**config.mk**
```make
export PLATFORM = sky130hd
export DESIGN_NAME = mem_size_unit_normalizer
export DESIGN_NICKNAME = d
export VERILOG_FILES = /design/src/hw/rtl/msun_pkg.sv /design/src/hw/rtl/msun_div.sv /design/src/hw/rtl/mem_size_unit_normalizer.sv
export SDC_FILE = /design/constraint.sdc
export NUM_CORES = 2
export LEC_CHECK = 0
export BUFFER_PORTS_ARGS = -buffer_cell sky130_fd_sc_hd__buf_2
export CAP_MARGIN = 20
export CELL_PAD_IN_SITES_DETAIL_PLACEMENT = 2
export CELL_PAD_IN_SITES_GLOBAL_PLACEMENT = 2
export CORE_MARGIN = 5
export CORE_UTILIZATION = 25
export CTS_CLUSTER_SIZE = 28
export DETAILED_ROUTE_END_ITERATION = 10
export PLACE_DENSITY = 0.55
export SYNTH_ARGS = -nofsm -noshare
export SYNTH_HDL_FRONTEND = slang
export SYNTH_HIERARCHICAL = 1
export SYNTH_SLANG_ARGS = --single-unit
export TNS_END_PERCENT = 30
```
**constraint.sdc**
```tcl
create_clock -name clk -period 8.9 [get_ports clk]
set_input_delay 1.78 -clock clk [delete_from_list [all_inputs] [get_ports clk]]
set_output_delay 1.78 -clock clk [all_outputs]
set_load 0.1 [all_outputs]
```
**src/hw/rtl/msun_pkg.sv**
```systemverilog
// Shared types and constants for the memory size unit normalizer.
package msun_pkg;

  localparam int unsigned WordW = 32;
  localparam int unsigned FracW = 10;
  localparam int unsigned CountW = 16;
  localparam int unsigned UnitW = 2;

  localparam logic [WordW-1:0] FULL_RANGE = 32'hFFFF_FFFF;
  localparam logic [WordW-1:0] UNIT_STEP = 32'd1024;

  localparam logic [UnitW-1:0] UNIT_BYTE = 2'd0;
  localparam logic [UnitW-1:0] UNIT_KB = 2'd1;
  localparam logic [UnitW-1:0] UNIT_GB = 2'd3;

  // Request to the shared divider.
  typedef struct packed {
    logic             start;
    logic [WordW-1:0] dividend;
    logic [WordW-1:0] divisor;
  } div_req_t;

  // Result from the shared divider.
  typedef struct packed {
    logic             done;
    logic [WordW-1:0] quotient;
    logic [WordW-1:0] remainder;
  } div_rsp_t;

  typedef enum logic [2:0] {
    ST_IDLE,
    ST_LIMIT,
    ST_STEP,
    ST_KDIV,
    ST_MUL,
    ST_SCALE,
    ST_DONE
  } msun_state_t;

endpackage

```
**src/hw/rtl/msun_div.sv**
```systemverilog
// Restoring divider, one quotient bit per cycle, shared by all divisions.
module msun_div (
  input  logic               clk,
  input  logic               rst,
  input  msun_pkg::div_req_t req,
  output msun_pkg::div_rsp_t rsp
);
  import msun_pkg::*;

  localparam int unsigned CntW = $clog2(WordW);

  logic [WordW-1:0] rem;
  logic [WordW-1:0] quo;
  logic [WordW-1:0] dvs;
  logic [CntW-1:0]  cnt;
  logic             busy;
  logic             done;
  logic [WordW:0]   trial;

  // Trial subtraction of the held divisor from the shifted partial remainder.
  assign trial = {rem, quo[WordW-1]} - {1'b0, dvs};

  // Control: run for one cycle per quotient bit, then pulse done.
  always_ff @(posedge clk) begin
    if (rst) begin
      busy <= 1'b0;
      done <= 1'b0;
      cnt <= '0;
    end else begin
      done <= 1'b0;
      if (req.start) begin
        busy <= 1'b1;
        cnt <= '0;
      end else if (busy) begin
        cnt <= cnt + 1'b1;
        if (cnt == CntW'(WordW - 1)) begin
          busy <= 1'b0;
          done <= 1'b1;
        end
      end
    end
  end

  // Datapath: a divisor of zero yields an all-ones quotient.
  always_ff @(posedge clk) begin
    if (req.start) begin
      rem <= '0;
      quo <= req.dividend;
      dvs <= req.divisor;
    end else if (busy) begin
      if (!trial[WordW]) begin
        rem <= trial[WordW-1:0];
        quo <= {quo[WordW-2:0], 1'b1};
      end else begin
        rem <= {rem[WordW-2:0], quo[WordW-1]};
        quo <= {quo[WordW-2:0], 1'b0};
      end
    end
  end

  assign rsp.done = done;
  assign rsp.quotient = quo;
  assign rsp.remainder = rem;

endmodule

```
**src/hw/rtl/mem_size_unit_normalizer.sv**
```systemverilog
// Memory size unit normalizer: top level with sequencer, multiply and scaling steps.
// The shared divider runs once when the value is taken in bytes or by multiplication and
// three times when the count is divided down to kilobytes. One word at a time: start is
// taken in the cycle after the result, and the receiver cannot stall. Reset (rst,
// synchronous) idles all.
module mem_size_unit_normalizer (
  input  logic        clk,
  input  logic        rst,
  input  logic        start,
  output logic        busy,
  input  logic [31:0] block_count,
  input  logic [31:0] block_size,
  output logic        done,
  output logic [1:0]  size_unit,
  output logic [15:0] unit_count,
  output logic [9:0]  unit_fraction
);
  import msun_pkg::*;

  localparam int unsigned QW = WordW - FracW;

  msun_state_t state, state_next;
  div_req_t    dreq;
  div_rsp_t    drsp;

  logic [WordW-1:0]  cnt;
  logic [WordW-1:0]  size;
  logic [WordW-1:0]  mul_op;
  logic [QW-1:0]     q;
  logic [FracW-1:0]  f;
  logic [UnitW-1:0]  unit;
  logic [CountW-1:0] res_cnt;
  logic [FracW-1:0]  res_frac;
  logic [WordW-1:0]  product;
  logic              load_val;
  logic [WordW-1:0]  load_data;
  logic [FracW-1:0]  load_frac;

  msun_div u_div (
    .clk(clk),
    .rst(rst),
    .req(dreq),
    .rsp(drsp)
  );

  // Low half of the product; the kilobyte path wraps at 32 bits.
  assign product = cnt * mul_op;

  // State register.
  always_ff @(posedge clk) begin
    if (rst) begin
      state <= ST_IDLE;
    end else begin
      state <= state_next;
    end
  end

  // Next state, divider requests and value loads.
  always_comb begin
    state_next = state;
    dreq = '0;
    load_val = 1'b0;
    load_data = product;
    load_frac = '0;
    unique case (state)
      ST_IDLE: begin
        if (start) begin
          dreq.start = 1'b1;
          dreq.dividend = FULL_RANGE;
          dreq.divisor = block_size;
          state_next = ST_LIMIT;
        end
      end
      ST_LIMIT: begin
        if (drsp.done) begin
          if (cnt > drsp.quotient && size < UNIT_STEP) begin
            dreq.start = 1'b1;
            dreq.dividend = UNIT_STEP;
            dreq.divisor = size;
            state_next = ST_STEP;
          end else begin
            state_next = ST_MUL;
          end
        end
      end
      ST_STEP: begin
        if (drsp.done) begin
          dreq.start = 1'b1;
          dreq.dividend = cnt;
          dreq.divisor = drsp.quotient;
          state_next = ST_KDIV;
        end
      end
      ST_KDIV: begin
        if (drsp.done) begin
          load_val = 1'b1;
          load_data = drsp.quotient;
          load_frac = drsp.remainder[FracW-1:0];
          state_next = ST_SCALE;
        end
      end
      ST_MUL: begin
        load_val = 1'b1;
        state_next = ST_SCALE;
      end
      ST_SCALE: begin
        if (q == '0 || unit == UNIT_GB || q < QW'(UNIT_STEP)) begin
          state_next = ST_DONE;
        end
      end
      ST_DONE: begin
        state_next = ST_IDLE;
      end
      default: begin
        state_next = ST_IDLE;
      end
    endcase
  end

  // Operand capture and unit choice after the limit is known.
  always_ff @(posedge clk) begin
    if (state == ST_IDLE && start) begin
      cnt <= block_count;
      size <= block_size;
    end
    if (state == ST_LIMIT && drsp.done) begin
      if (cnt > drsp.quotient) begin
        unit <= UNIT_KB;
        mul_op <= {{FracW{1'b0}}, size[WordW-1:FracW]};
      end else begin
        unit <= UNIT_BYTE;
        mul_op <= size;
      end
    end
    // Load the starting value; the fallback result is the unscaled value.
    if (load_val) begin
      q <= load_data[WordW-1:FracW];
      f <= load_data[FracW-1:0];
      res_cnt <= load_data[CountW-1:0];
      res_frac <= load_frac;
    end
    // One scaling step by 1024 per cycle until the count fits, stopping at gigabytes.
    if (state == ST_SCALE && q != '0 && unit != UNIT_GB) begin
      unit <= unit + 1'b1;
      if (q < QW'(UNIT_STEP)) begin
        res_cnt <= q[CountW-1:0];
        res_frac <= f;
      end else begin
        f <= q[FracW-1:0];
        q <= {{FracW{1'b0}}, q[QW-1:FracW]};
      end
    end
  end

  // Outputs.
  assign busy = (state != ST_IDLE);
  assign done = (state == ST_DONE);
  assign size_unit = unit;
  assign unit_count = res_cnt;
  assign unit_fraction = res_frac;

endmodule

```
==> results.sh <==
export IMPL_ys_seq_area_share_pct=23.53
export IMPL_start_util_pct=25.15
export IMPL_wl_per_cell_um=24.48
export IMPL_async_flop_share_pct=0
export IMPL_postSynthCellCount=3012
export IMPL_cts_root_buf="clkbuf_16"
export IMPL_die_y_um=351.7
export IMPL_syn_to_final_growth_pct=12.34
export IMPL_dpl_instance_area_sq_um=31440
export IMPL_synth_top_area_share_pct=28.06
export IMPL_place_port_buffers=96
export IMPL_rsz0062_at_grt="false"
export IMPL_slew_headroom_pct=25.01
export IMPL_grt_max_degree=83
export IMPL_first_pass_iters=5
export IMPL_final_antenna_net_count=0
export IMPL_dp_hpwl_um=88070
export IMPL_setup_viol=0
export IMPL_syn_area_per_cell_sq_um=9.688
export IMPL_synth_seq_cells=262
export IMPL_cts_tree="built"
export IMPL_max_stage_delay_ps=970
export IMPL_max_freq_ghz=0.1272
export IMPL_synth_flop_cell="edfxtp_1"
export IMPL_fin_crit_sh_pct=88.30
export IMPL_crit_required_ps=9350
export IMPL_post_synth_num_cell_types=85
export IMPL_cts_resized=0
export IMPL_outcome="finished clean"
export IMPL_design_area_sq_um=32780
export IMPL_cp_top_family="adder cells"
export IMPL_fin_crit_ps=7859
export IMPL_core_rowCount=125
export IMPL_grt_pass1_vias=25750
export IMPL_drt_iter0_drc=1297
export IMPL_netlist_area_sq_um=29180
export IMPL_numCtsBuffers=37
export IMPL_num_vias=22140
export IMPL_synth_edf_count=162
export IMPL_finalSetupTns_ps=0
export IMPL_coreArea_sq_um=116000
export IMPL_yosysMostFrequentCell="inv_1"
export IMPL_fp_dieArea_sq_um=123700
export IMPL_drive_above_1_share_pct=9.664
export IMPL_nNetsFinal=3701
export IMPL_synth_commonest_cells="inv_1, fa_1, nand2_1"
export IMPL_worstSkewPairLatency_ps=590
export IMPL_path_buf_inv=6
export IMPL_fp_dieW_um=351.7
export IMPL_yosysTopAreaCell="fa_1"
export IMPL_cpMaxStageDelayCell="edfxtp_1"
export IMPL_arrival_ps=8310
export IMPL_clk_pin_slew_worst_paths_ps=60
export IMPL_synth_area_leaders="fa_1, edfxtp_1, ha_1, dfxtp_1, and2_1"
export IMPL_worst_pin_slew_ps=1125
export IMPL_ys_warn_count=6
export IMPL_cp_max_fo=16
export IMPL_hold_buffers=0
export IMPL_track_usage_pct=18.34
export IMPL_end_kind="flop"
export IMPL_clk_path_buf_depth=3
export IMPL_finalWirelength_um=112400
export IMPL_cts_sinks=262
export IMPL_cpMostUsedCell="fa_1"
export IMPL_pin_count=97
export IMPL_htree_levels=2
export IMPL_overflow=0
export IMPL_drv_cap=0
export IMPL_grt_pass1_wl_um=169000
export IMPL_report_final_slew_viol_count=0
export IMPL_min_path_type="reg -> reg"
export IMPL_skew_ps=36.09
export IMPL_syn_nets=3678
export IMPL_path_class="reg -> reg"
export IMPL_start_kind="flop"
export IMPL_antenna_found_initial=10
export IMPL_drc=0
export IMPL_cts_setup_buffers=0
export IMPL_vias_per_cell=4.820
export IMPL_gp_congestion=0.8172
export IMPL_hold_viol_final=0
-- kinds of logic (layout without fill, tap and decap cells) --
logic type,Yosys count,count (layout),share of synthesized area [%]
flops,262,262,23.53
buf+inv,645,696,8.429
mux,59,59,2.251
other cells,0,6,0
xor+xnor,111,111,3.422
simple gates,889,889,15.31
compound gates,447,447,10.85
fa+ha+maj,599,599,36.20
-- routing by layer --
metal  part of all wire (%)  global-route usage [%]
met1                     45                   24.27
met2                     49                   32.09
met3                    4.0                   2.230
met4                    2.2                   4.225
met5                      0                       0
-- flip-flops by register name, indices dropped and copies added, names as in the netlist, 3 cells and up --
| signal | cells |
|---|---|
| mul_op | 32 |
| unit_fraction | 10 |
| state | 3 |
| u_div/rem | 32 |
| u_div/dvs | 32 |
| u_div/cnt | 5 |
| cnt | 32 |
| f | 10 |
| u_div/quo | 32 |
| q | 22 |
| unit_count | 16 |
| size | 32 |
-- final timing paths --
path / startpoint / to / slack (ps) / cells after the start
setup / recovery: cnt[7] / q[14] / 1040 / 25
hold / removal: unit_count[11] / unit_count[11] / 460 / 2
setup reg to reg: cnt[7] / q[14] / 1040 / 25
hold reg to reg: unit_count[11] / unit_count[11] / 460 / 2
-- worst register-to-register path, stage by stage, from the launching register on --
cell and delay [ps]:
edfxtp_1 970, buf_4 440, nand2_1 130, fa_1 440, inv_1 70, fa_1 430
fa_1 510, inv_1 50, fa_1 470, inv_1 50, fa_1 460, ha_1 310
fa_1 490, inv_1 60, fa_1 530, inv_1 50, ha_1 370, a21oi_1 240
nor3b_1 250, nor2_1 70, nor2_1 380, o31ai_4 110, a2111oi_1 510, a31oi_1 80
a21oi_1 190, nor3_2 70
-- through the flow --
| step | instances | hold slack (ps) | worst slack (ps) | util, % |
|---|---|---|---|---|
| after detailed placement | 4517 | 455.7 | 913.5 | 27.09 |
| after floorplan | 3012 | 447.9 | 2128 | - |
| final | 4593 | 464.0 | 1041 | 28.25 |
| after CTS | 4584 | 467.5 | 911.2 | 28.18 |
| after global placement | 4512 | 452.7 | 1091 | 26.99 |
| after global routing | 4588 | 486.8 | 538.8 | 28.24 |
-- area by class of cell --
| cell class | instances | area (sq um) |
|---|---|---|
| Antenna cell | 6 | 15.01 |
| Fill cell | 12850 | 83270 |
| Clock inverter | 17 | 220.2 |
| Sequential cell | 262 | 6868 |
| Inverter | 484 | 1817 |
| Clock buffer | 50 | 1047 |
| Timing Repair Buffer | 145 | 980.9 |
| Tap cell | 1524 | 1907 |
| Multi-Input combinational cell | 2105 | 19930 |
-- placed cells by master (no fill, tap or decap), drive strengths merged, types with 7 or more instances in the layout --
| cell type | instances |
|---|---|
| a211oi | 16 |
| a21o | 47 |
| a21oi | 111 |
| a221oi | 16 |
| a22o | 33 |
| a22oi | 17 |
| a311oi | 18 |
| a31oi | 21 |
| and2 | 315 |
| buf | 145 |
| clkbuf | 50 |
| clkinv | 10 |
| dfxtp | 100 |
| edfxtp | 162 |
| fa | 409 |
| ha | 190 |
| inv | 486 |
| mux2 | 53 |
| nand2 | 324 |
| nand2b | 7 |
| nand3 | 31 |
| nand4 | 16 |
| nor2 | 105 |
| nor2b | 18 |
| nor3 | 21 |
| nor3b | 10 |
| nor4 | 13 |
| o211ai | 9 |
| o21a | 40 |
| o21ai | 51 |
| o21bai | 7 |
| o22ai | 7 |
| o31ai | 8 |
| or2 | 8 |
| or3 | 8 |
| xnor2 | 72 |
| xor2 | 39 |
Power is left out: the tool's default activity adds up to more than one toggle a clock period on the data nets, which glitch-free logic cannot reach.
